## src/rtl/ace_pkg.sv

```systemverilog
`timescale 1ns / 1ps
// ----------------------------------------------------------------------------
// ace_pkg: types and constants of the ARP cache engine
// Request/response payloads, controller state, control/status bundles, codes.
// ----------------------------------------------------------------------------
package ace_pkg;

   typedef struct packed {
      logic        opcode;
      logic [10:0] frame_len;
      logic [15:0] hw_type;
      logic [15:0] proto_type;
      logic [7:0]  hw_len;
      logic [7:0]  proto_len;
      logic [15:0] arp_op;
      logic [47:0] sender_ha;
      logic [31:0] sender_pa;
      logic [31:0] target_pa;
      logic [31:0] query_pa;
      logic [31:0] time_now;
   } req_type;

   typedef struct packed {
      logic [2:0]  status;
      logic        send_frame;
      logic [1:0]  send_op;
      logic [47:0] send_tha;
      logic [31:0] send_tpa;
      logic        send_broadcast;
      logic [47:0] resolved_ha;
   } rsp_type;

   typedef enum logic [1:0] {
      CTL_IDLE,
      CTL_SCAN,
      CTL_HA,
      CTL_DONE
   } ctl_state_type;

   typedef struct packed {
      logic capture;
      logic scan;
      logic commit;
   } cmd_type;

   typedef struct packed {
      logic scan_done;
      logic rsp_free;
   } sts_type;

   localparam logic OPC_FRAME = 1'b0;
   localparam logic OPC_QUERY = 1'b1;

   localparam logic [2:0] STS_SHORT      = 3'd0;
   localparam logic [2:0] STS_BAD_TYPE   = 3'd1;
   localparam logic [2:0] STS_ACCEPTED   = 3'd2;
   localparam logic [2:0] STS_REPLIED    = 3'd3;
   localparam logic [2:0] STS_FOUND      = 3'd4;
   localparam logic [2:0] STS_INCOMPLETE = 3'd5;
   localparam logic [2:0] STS_ERROR      = 3'd6;

   localparam logic [1:0] ENT_FREE       = 2'd0;
   localparam logic [1:0] ENT_INCOMPLETE = 2'd1;
   localparam logic [1:0] ENT_RESOLVED   = 2'd2;

   localparam logic [1:0] SOP_NONE    = 2'd0;
   localparam logic [1:0] SOP_REQUEST = 2'd1;
   localparam logic [1:0] SOP_REPLY   = 2'd2;

   localparam logic [15:0] ARP_REQ_OP     = 16'd1;
   localparam logic [15:0] ARP_REP_OP     = 16'd2;
   localparam logic [15:0] HW_ETHER       = 16'h0001;
   localparam logic [15:0] PROTO_IPV4     = 16'h0800;
   localparam logic [7:0]  HW_LEN_ETHER   = 8'd6;
   localparam logic [7:0]  PROTO_LEN_IPV4 = 8'd4;
   localparam logic [10:0] MIN_FRAME      = 11'd28;

   localparam logic [1:0] CSR_LOCAL_IP   = 2'd0;
   localparam logic [1:0] CSR_LOCAL_MAC  = 2'd1;
   localparam logic [1:0] CSR_LINK_ETHER = 2'd2;
   localparam logic [1:0] CSR_IFACE      = 2'd3;

endpackage

```

## src/rtl/ace_ram.sv

```systemverilog
`timescale 1ns / 1ps
// ----------------------------------------------------------------------------
// ace_ram: generic single-write, single-read RAM
// One write port, one read port with registered read data.
// ----------------------------------------------------------------------------
module ace_ram #(
   parameter int WIDTH = 32,
   parameter int DEPTH = 32
) (
   input  logic                     clock,
   input  logic                     wr_en,
   input  logic [$clog2(DEPTH)-1:0] wr_addr,
   input  logic [WIDTH-1:0]         wr_data,
   input  logic [$clog2(DEPTH)-1:0] rd_addr,
   output logic [WIDTH-1:0]         rd_data
);

   logic [WIDTH-1:0] mem_ff [DEPTH];
   logic [WIDTH-1:0] rd_data_ff;

   always_ff @(posedge clock) begin
      if (wr_en) begin
         mem_ff[wr_addr] <= wr_data;
      end
      rd_data_ff <= mem_ff[rd_addr];
   end

   assign rd_data = rd_data_ff;

endmodule

```

## src/rtl/ace_ctrl.sv

```systemverilog
`timescale 1ns / 1ps
// ----------------------------------------------------------------------------
// ace_ctrl: request sequencer
// Steps each request through capture, cache scan, address read and commit.
// ----------------------------------------------------------------------------
module ace_ctrl (
   input  logic            clock,
   input  logic            reset,
   input  logic            req_valid,
   output logic            req_ready,
   input  ace_pkg::sts_type sts,
   output ace_pkg::cmd_type cmd
);

   ace_pkg::ctl_state_type state_ff, state_in;

   always_ff @(posedge clock) begin
      if (reset) begin
         state_ff <= ace_pkg::CTL_IDLE;
      end else begin
         state_ff <= state_in;
      end
   end

   always_comb begin
      state_in  = state_ff;
      req_ready = 1'b0;
      cmd       = '0;
      case (state_ff)
         ace_pkg::CTL_IDLE: begin
            req_ready   = 1'b1;
            cmd.capture = req_valid;
            if (req_valid) begin
               state_in = ace_pkg::CTL_SCAN;
            end
         end
         ace_pkg::CTL_SCAN: begin
            cmd.scan = 1'b1;
            if (sts.scan_done) begin
               state_in = ace_pkg::CTL_HA;
            end
         end
         ace_pkg::CTL_HA: begin
            state_in = ace_pkg::CTL_DONE;
         end
         ace_pkg::CTL_DONE: begin
            cmd.commit = sts.rsp_free;
            if (sts.rsp_free) begin
               state_in = ace_pkg::CTL_IDLE;
            end
         end
         default: begin
            state_in = ace_pkg::CTL_IDLE;
         end
      endcase
   end

endmodule

```

## src/rtl/ace_datapath.sv

```systemverilog
`timescale 1ns / 1ps
// ----------------------------------------------------------------------------
// ace_datapath: ARP cache storage, scan and result datapath
// Holds the config registers, entry state flops and entry RAMs, scans for
// hit / free / oldest entry, and builds the response.
// ----------------------------------------------------------------------------
module ace_datapath #(
   parameter int CACHE_ENTRIES = 32
) (
   input  logic             clock,
   input  logic             reset,
   input  ace_pkg::req_type req_data,
   input  logic             csr_valid,
   input  logic [1:0]       csr_index,
   input  logic [47:0]      csr_data,
   input  logic             rsp_ready,
   output logic             rsp_valid,
   output ace_pkg::rsp_type rsp_data,
   input  ace_pkg::cmd_type cmd,
   output ace_pkg::sts_type sts
);

   localparam int IW = $clog2(CACHE_ENTRIES);
   localparam int CW = $clog2(CACHE_ENTRIES + 1);

   ace_pkg::req_type req_ff;
   ace_pkg::rsp_type rsp_ff, rsp_in;
   logic             rsp_valid_ff;

   logic [31:0] lip_ff;
   logic [47:0] lmac_ff;
   logic        eth_ff, ifc_ff;

   logic [1:0]    ent_st_ff [CACHE_ENTRIES];
   logic [CW-1:0] cnt_ff;
   logic          cmp_vld_ff;
   logic [IW-1:0] cmp_idx_ff;
   logic [1:0]    cmp_st_ff;

   logic          hit_ff, free_ff, old_ff;
   logic          hit_in, free_in, old_in;
   logic [IW-1:0] hit_idx_ff, free_idx_ff, old_idx_ff;
   logic [IW-1:0] hit_idx_in, free_idx_in, old_idx_in;
   logic [1:0]    hit_st_ff, hit_st_in;
   logic [31:0]   old_stamp_ff, old_stamp_in;

   logic          issue;
   logic [IW-1:0] rd_idx;
   logic [31:0]   key;
   logic [31:0]   pa_rd, stamp_rd;
   logic [47:0]   ha_rd;

   logic          is_frame, frame_ok, tgt, q_ok;
   logic          wr_en, ha_wr_en;
   logic [IW-1:0] wr_idx, slot;
   logic [1:0]    wr_st;
   logic [31:0]   wr_pa;

   assign issue  = cmd.scan && (cnt_ff < CW'(CACHE_ENTRIES));
   assign rd_idx = cnt_ff[IW-1:0];
   assign key    = (req_ff.opcode == ace_pkg::OPC_FRAME) ? req_ff.sender_pa
                                                         : req_ff.query_pa;

   ace_ram #(.WIDTH(32), .DEPTH(CACHE_ENTRIES)) u_pa_ram (
      .clock(clock), .wr_en(wr_en), .wr_addr(wr_idx), .wr_data(wr_pa),
      .rd_addr(rd_idx), .rd_data(pa_rd)
   );
   ace_ram #(.WIDTH(32), .DEPTH(CACHE_ENTRIES)) u_stamp_ram (
      .clock(clock), .wr_en(wr_en), .wr_addr(wr_idx), .wr_data(req_ff.time_now),
      .rd_addr(rd_idx), .rd_data(stamp_rd)
   );
   ace_ram #(.WIDTH(48), .DEPTH(CACHE_ENTRIES)) u_ha_ram (
      .clock(clock), .wr_en(ha_wr_en), .wr_addr(wr_idx), .wr_data(req_ff.sender_ha),
      .rd_addr(hit_idx_ff), .rd_data(ha_rd)
   );

   // scan compare: first hit, first free, oldest used (ties keep lowest)
   always_comb begin
      hit_in       = hit_ff;
      hit_idx_in   = hit_idx_ff;
      hit_st_in    = hit_st_ff;
      free_in      = free_ff;
      free_idx_in  = free_idx_ff;
      old_in       = old_ff;
      old_idx_in   = old_idx_ff;
      old_stamp_in = old_stamp_ff;
      if (cmp_vld_ff) begin
         if (cmp_st_ff != ace_pkg::ENT_FREE) begin
            if (!hit_ff && pa_rd == key) begin
               hit_in     = 1'b1;
               hit_idx_in = cmp_idx_ff;
               hit_st_in  = cmp_st_ff;
            end
            if (!old_ff || stamp_rd < old_stamp_ff) begin
               old_in       = 1'b1;
               old_idx_in   = cmp_idx_ff;
               old_stamp_in = stamp_rd;
            end
         end else if (!free_ff) begin
            free_in     = 1'b1;
            free_idx_in = cmp_idx_ff;
         end
      end
   end

   // decision and response
   always_comb begin
      is_frame = req_ff.opcode == ace_pkg::OPC_FRAME;
      frame_ok = req_ff.frame_len >= ace_pkg::MIN_FRAME
                 && req_ff.hw_type == ace_pkg::HW_ETHER
                 && req_ff.hw_len == ace_pkg::HW_LEN_ETHER
                 && req_ff.proto_type == ace_pkg::PROTO_IPV4
                 && req_ff.proto_len == ace_pkg::PROTO_LEN_IPV4;
      tgt      = ifc_ff && lip_ff == req_ff.target_pa;
      q_ok     = eth_ff && ifc_ff;
      slot     = free_ff ? free_idx_ff : old_idx_ff;
      wr_idx   = hit_ff ? hit_idx_ff : slot;
      rsp_in   = '0;
      wr_en    = 1'b0;
      ha_wr_en = 1'b0;
      wr_st    = ace_pkg::ENT_RESOLVED;
      wr_pa    = key;
      if (is_frame) begin
         if (req_ff.frame_len < ace_pkg::MIN_FRAME) begin
            rsp_in.status = ace_pkg::STS_SHORT;
         end else if (!frame_ok) begin
            rsp_in.status = ace_pkg::STS_BAD_TYPE;
         end else begin
            wr_en         = cmd.commit && (hit_ff || tgt);
            ha_wr_en      = wr_en;
            rsp_in.status = ace_pkg::STS_ACCEPTED;
            if (tgt && req_ff.arp_op == ace_pkg::ARP_REQ_OP) begin
               rsp_in.status     = ace_pkg::STS_REPLIED;
               rsp_in.send_frame = 1'b1;
               rsp_in.send_op    = ace_pkg::SOP_REPLY;
               rsp_in.send_tha   = req_ff.sender_ha;
               rsp_in.send_tpa   = req_ff.sender_pa;
            end
         end
      end else if (!q_ok) begin
         rsp_in.status = ace_pkg::STS_ERROR;
      end else if (hit_ff && hit_st_ff != ace_pkg::ENT_INCOMPLETE) begin
         rsp_in.status      = ace_pkg::STS_FOUND;
         rsp_in.resolved_ha = ha_rd;
      end else begin
         wr_en                 = cmd.commit && !hit_ff;
         wr_st                 = ace_pkg::ENT_INCOMPLETE;
         rsp_in.status         = ace_pkg::STS_INCOMPLETE;
         rsp_in.send_frame     = 1'b1;
         rsp_in.send_op        = ace_pkg::SOP_REQUEST;
         rsp_in.send_tpa       = req_ff.query_pa;
         rsp_in.send_broadcast = 1'b1;
      end
   end

   always_ff @(posedge clock) begin
      if (reset) begin
         cnt_ff       <= '0;
         cmp_vld_ff   <= 1'b0;
         hit_ff       <= 1'b0;
         free_ff      <= 1'b0;
         old_ff       <= 1'b0;
         rsp_valid_ff <= 1'b0;
         lip_ff       <= '0;
         lmac_ff      <= '0;
         eth_ff       <= 1'b1;
         ifc_ff       <= 1'b1;
         for (int i = 0; i < CACHE_ENTRIES; i++) begin
            ent_st_ff[i] <= ace_pkg::ENT_FREE;
         end
      end else begin
         if (csr_valid) begin
            case (csr_index)
               ace_pkg::CSR_LOCAL_IP:   lip_ff  <= csr_data[31:0];
               ace_pkg::CSR_LOCAL_MAC:  lmac_ff <= csr_data;
               ace_pkg::CSR_LINK_ETHER: eth_ff  <= csr_data[0];
               ace_pkg::CSR_IFACE:      ifc_ff  <= csr_data[0];
               default: ;
            endcase
         end
         cmp_vld_ff <= issue;
         if (cmd.capture) begin
            cnt_ff  <= '0;
            hit_ff  <= 1'b0;
            free_ff <= 1'b0;
            old_ff  <= 1'b0;
         end else begin
            if (issue) begin
               cnt_ff <= cnt_ff + CW'(1);
            end
            hit_ff  <= hit_in;
            free_ff <= free_in;
            old_ff  <= old_in;
         end
         if (wr_en) begin
            ent_st_ff[wr_idx] <= wr_st;
         end
         if (cmd.commit) begin
            rsp_valid_ff <= 1'b1;
         end else if (rsp_ready) begin
            rsp_valid_ff <= 1'b0;
         end
      end
   end

   always_ff @(posedge clock) begin
      if (cmd.capture) begin
         req_ff <= req_data;
      end
      if (cmd.commit) begin
         rsp_ff <= rsp_in;
      end
      cmp_idx_ff   <= rd_idx;
      cmp_st_ff    <= ent_st_ff[rd_idx];
      hit_idx_ff   <= hit_idx_in;
      hit_st_ff    <= hit_st_in;
      free_idx_ff  <= free_idx_in;
      old_idx_ff   <= old_idx_in;
      old_stamp_ff <= old_stamp_in;
   end

   assign sts.scan_done = (cnt_ff == CW'(CACHE_ENTRIES)) && !cmp_vld_ff;
   assign sts.rsp_free  = !rsp_valid_ff || rsp_ready;
   assign rsp_valid     = rsp_valid_ff;
   assign rsp_data      = rsp_ff;

   a_cnt_range: assert property (@(posedge clock) disable iff (reset)
      cnt_ff <= CW'(CACHE_ENTRIES))
      else $error("scan counter past cache depth");

   a_commit_after_scan: assert property (@(posedge clock) disable iff (reset)
      cmd.commit |-> sts.scan_done)
      else $error("commit before scan finished");

   a_error_silent: assert property (@(posedge clock) disable iff (reset)
      rsp_valid_ff && rsp_ff.status == ace_pkg::STS_ERROR |-> !rsp_ff.send_frame)
      else $error("error response sends a frame");

   a_found_no_send: assert property (@(posedge clock) disable iff (reset)
      cmd.commit && rsp_in.status == ace_pkg::STS_FOUND |-> !wr_en)
      else $error("found query modifies cache");

endmodule

```

## src/rtl/arp_cache_engine.sv

```systemverilog
`timescale 1ns / 1ps
// Scan: one cache entry per cycle over the entry RAM read port.
// Requests: one at a time; a new request is taken only after the last response
//   is committed, so a stalled response output backs up the request channel.
// Reset: synchronous; all cache entries free, local_ip/local_mac zero,
//   link_is_ethernet and ip_iface_present set; config writes are taken always.
// ----------------------------------------------------------------------------
// arp_cache_engine: IPv4-over-Ethernet ARP engine with a fixed cache
// Handles received ARP frames and resolve queries, one response per request.
// ----------------------------------------------------------------------------
module arp_cache_engine #(
   parameter int CACHE_ENTRIES = 32
) (
   input  logic             clock,
   input  logic             reset,
   input  logic             req_valid,
   output logic             req_ready,
   input  ace_pkg::req_type req_data,
   output logic             rsp_valid,
   input  logic             rsp_ready,
   output ace_pkg::rsp_type rsp_data,
   input  logic             csr_valid,
   output logic             csr_ready,
   input  logic [1:0]       csr_index,
   input  logic [47:0]      csr_data
);

   ace_pkg::cmd_type cmd;
   ace_pkg::sts_type sts;

   assign csr_ready = 1'b1;

   ace_ctrl u_ctrl (
      .clock(clock), .reset(reset), .req_valid(req_valid), .req_ready(req_ready),
      .sts(sts), .cmd(cmd)
   );

   ace_datapath #(.CACHE_ENTRIES(CACHE_ENTRIES)) u_datapath (
      .clock(clock), .reset(reset), .req_data(req_data),
      .csr_valid(csr_valid), .csr_index(csr_index), .csr_data(csr_data),
      .rsp_ready(rsp_ready), .rsp_valid(rsp_valid), .rsp_data(rsp_data),
      .cmd(cmd), .sts(sts)
   );

endmodule

```

## config.mk

```make
export PLATFORM = sky130hd
export DESIGN_NAME = arp_cache_engine
export DESIGN_NICKNAME = d
export VERILOG_FILES = /design/src/rtl/ace_pkg.sv /design/src/rtl/ace_ram.sv /design/src/rtl/ace_ctrl.sv /design/src/rtl/ace_datapath.sv /design/src/rtl/arp_cache_engine.sv
export SDC_FILE = /design/constraint.sdc
export NUM_CORES = 2
export LEC_CHECK = 0
export ABC_AREA = 0
export BUFFER_PORTS_ARGS = -buffer_cell sky130_fd_sc_hd__buf_4
export CAP_MARGIN = 10
export CORE_AREA = 2 2 599 601
export CTS_CLUSTER_SIZE = 20
export DETAILED_ROUTE_END_ITERATION = 6
export DIE_AREA = 0 0 601 603
export SKIP_LAST_GASP = 1
export SYNTH_ARGS = -nofsm -noshare
export SYNTH_HDL_FRONTEND = slang
export SYNTH_SLANG_ARGS = --single-unit
```

## constraint.sdc

```tcl
create_clock -name clock -period 19.9 [get_ports clock]
set_input_delay 2.985 -clock clock [delete_from_list [all_inputs] [get_ports clock]]
set_output_delay 2.985 -clock clock [all_outputs]
set_load 0.01 [all_outputs]
```

==> results.cfg <==
[power]
powerDensity_nw_per_um2 = 113.5
p_leak_nw = 57.23
vdd_drop_max_uv = 107.4

[clock_tree]
cts.repair.resized = 0
cts_tree = yes
ctsRootBufferMaster = clkbuf_16
clk_pin_slew_ns = 0.06
h-tree-depth = 5
postCtsHoldBufs = 0
numCtsBuffers = 431
post_cts_buffers = 0
cts_max_path_buffers = 4
clk_latency_ns = 0.97
clkSinkCount = 4248

[timing]
timing.final.ws_setup_ns = 13.50
setup_viol = 0
period_needed_ns = 6.400
grt_setup_unrepaired = false
tightest_slew_ns = 1.271
timing.setup.tns_ns = 0
fin_skew_ns = 0.06070
max_slew_margin_pct = 15.07
hold_slack_ns = 0.4294
final_hold_viol_count = 0
fmax_mhz = 156.2
maxSlewViolCount = 0
finalCritPeriodShare_pct = 32.16

[cells_and_area]
fillers = 27424
final_cell_mix = 4082 x edfxtp_1, 1140 x mux4_2, 591 x buf_4
area.growth.synth_to_final_pct = 14.89
nNetsFinal = 7734
stdcell_area_um2 = 183200
finalNonFillerCells = 12521
layout_commonest_cell = edfxtp_1
drive_above_1_share_pct = 33.29

[floorplanning]
initial_core_util_pct = 44.88
die_h_um = 603
rows = 219
pin_count = 445
dieArea_um2 = 362400
coreArea_um2 = 355400
fp.dieW_um = 601

[worst_hold_path]
whs_path_depth = 0
hold_class = reg -> reg

[critical_path]
setup.worst_path.end_class = flip-flop
critPathMaxFanout = 40
ff2ff_path_depth = 7
required_ns = 20.44
worst_setup_path_start_kind = primary input
crit_type = in -> reg
cp_data_arrival_time_ns = 6.94

[routing]
wl_per_cell_um = 30.73
drt_wl_total_mm = 384.7
drc = 0
drt_iter0_markers = 7433
drt_pass1_iterations = 6
antenna_left = 0
vias_per_cell = 5.785
num_vias = 72437

[global_route]
grt_pass1_wl_mm = 547.8
grt_max_degree = 143
antenna_found_initial = 14
grt_pass1_vias = 75410
grt_use_total_pct = 20.96
overflow = 0

[synthesis]
synth_edf_count = 4082
syn_nets = 7041
syn_avg_cell_area_um2 = 23.82
synth_warnings = 0
postSynth.topFlopCell = edfxtp_1
async_flop_share_pct = 0
syn_area_um2 = 159500
ys_seq_area_share_pct = 78.94
ys_types = 60
syn_inst = 6697
synth-seq-cells = 4248

[place]
hpwlAfterDp_mm = 197.6
place_inst = 11705
io_buffers = 425
gp_congestion = 0.7980
placed_area_um2 = 169300
place_ws_ns = 12.52

[flow_run]
max_cap_violations = 0

[status]
status = finished, final reports clean
-- kinds of logic (layout without fill, tap and decap cells) --
| group | Yosys count | after routing | synth area share (%) |
|---|---|---|---|
| AOI/OAI and AO/OA | 154 | 154 | 0.7006 |
| buffers and inverters | 409 | 1475 | 0.9798 |
| muxes | 1289 | 1289 | 17.12 |
| xor gates and xnor gates | 62 | 62 | 0.3405 |
| adders and majority gates | 37 | 37 | 0.2903 |
| and+or+nand+nor | 497 | 497 | 1.625 |
| other | 1 | 8 | 0.002351 |
| DFF | 4248 | 4248 | 78.94 |
-- layout make-up --
cell class | instances | area (µm²) | share of cell area (%)
clock buffers | 567 | 11690 | 6.381
clock inverters | 239 | 2213 | 1.208
inverters | 69 | 266.5 | 0.1454
well taps | 4751 | 5944 | 3.244
flip-flops and latches | 4248 | 125900 | 68.72
diodes | 7 | 17.52 | 0.009559
multi-input cells | 2040 | 32570 | 17.77
repair buffers | 600 | 4624 | 2.524
-- power breakdown --
group / switching (mW) / internal [mW]
Sequential: 0.424 / 10.6
Clock: 3.37 / 4.57
Combinational: 1.03 / 0.799
-- synth_stat cells (4+ instances only) --
library cell,instances,area share (%)
nor4_1,32,0.13
nand3_1,14,0.044
a32o_2,17,0.12
and2_1,99,0.39
nor2_1,87,0.20
or4_1,6,0.028
a32o_1,7,0.044
mux4_2,1140,16
o21ai_0,14,0.044
xor2_1,30,0.16
a31oi_1,4,0.016
ha_1,37,0.29
a21o_1,17,0.080
mux2_2,114,0.80
dfxtp_1,166,2.1
or3_1,4,0.016
nand2_1,107,0.25
edfxtp_1,4082,77
nor4b_1,8,0.044
o21bai_1,33,0.16
nor3_1,71,0.22
a21oi_1,44,0.14
nand4_1,22,0.086
mux2i_1,35,0.22
nor2b_1,13,0.051
clkbuf_1,239,0.56
xnor2_1,32,0.18
buf_1,91,0.21
buf_2,7,0.022
nand2b_1,17,0.067
inv_1,69,0.16
-- registers in the layout (all words and copies together) (netlist names), 2 cells and up --
name,cells
u_datapath.hit_st_ff,2
u_datapath.u_ha_ram.mem_ff,1536
u_datapath.ent_st_ff,64
u_datapath.cnt_ff,6
u_datapath.cmp_idx_ff,5
u_datapath.u_pa_ram.mem_ff,1024
u_datapath.old_idx_ff,5
u_datapath.u_stamp_ram.rd_data,32
u_datapath.rsp_data,135
u_datapath.free_idx_ff,5
u_datapath.lip_ff,32
u_datapath.cmp_st_ff,2
u_datapath.hit_idx_ff,5
u_datapath.u_pa_ram.rd_data,32
u_ctrl.state_ff,2
u_datapath.req_ff,250
u_datapath.u_ha_ram.rd_data,48
u_datapath.u_stamp_ram.mem_ff,1024
u_datapath.old_stamp_ff,32
-- worst paths after layout --
check	start	end	slack, ns
hold / removal	u_datapath.u_stamp_ram.rd_data[30]$_DFF_P_	u_datapath.old_stamp_ff[30]$_DFFE_PP_	0.43
hold reg to reg	u_datapath.u_stamp_ram.rd_data[30]$_DFF_P_	u_datapath.old_stamp_ff[30]$_DFFE_PP_	0.43
setup reg to reg	u_datapath.req_ff[209]$_DFFE_PP_	u_datapath.u_ha_ram.mem_ff[21][46]$_DFFE_PP_	14.02
setup / recovery	rsp_ready	u_datapath.u_ha_ram.mem_ff[21][46]$_DFFE_PP_	13.50
-- routing by layer --
layer,wire [µm],track usage (%),vias up
met5,0,0,-
met4,10030,5.403,0
met3,20440,2.492,600
met2,199800,36.54,2326
met1,154400,28.13,39677
li1,-,-,29834
-- worst max-delay path, stage by stage --
cell	delay (ns)
buf_4	0.09
nor2b_1	0.06
nand2b_1	0.27
nor3_2	0.76
nand2_1	0.65
nor3_2	1.14
buf_4	0.87
-- through the flow --
step | utilization (%) | power [mW]
floorplan | - | 12.32
global placement | 47.62 | 13.00
detailed placement | 47.62 | 13.09
CTS | 51.54 | 21.01
global route | 51.56 | 21.50
finish | 51.56 | 20.81
(Power assumes the default switching activity.)
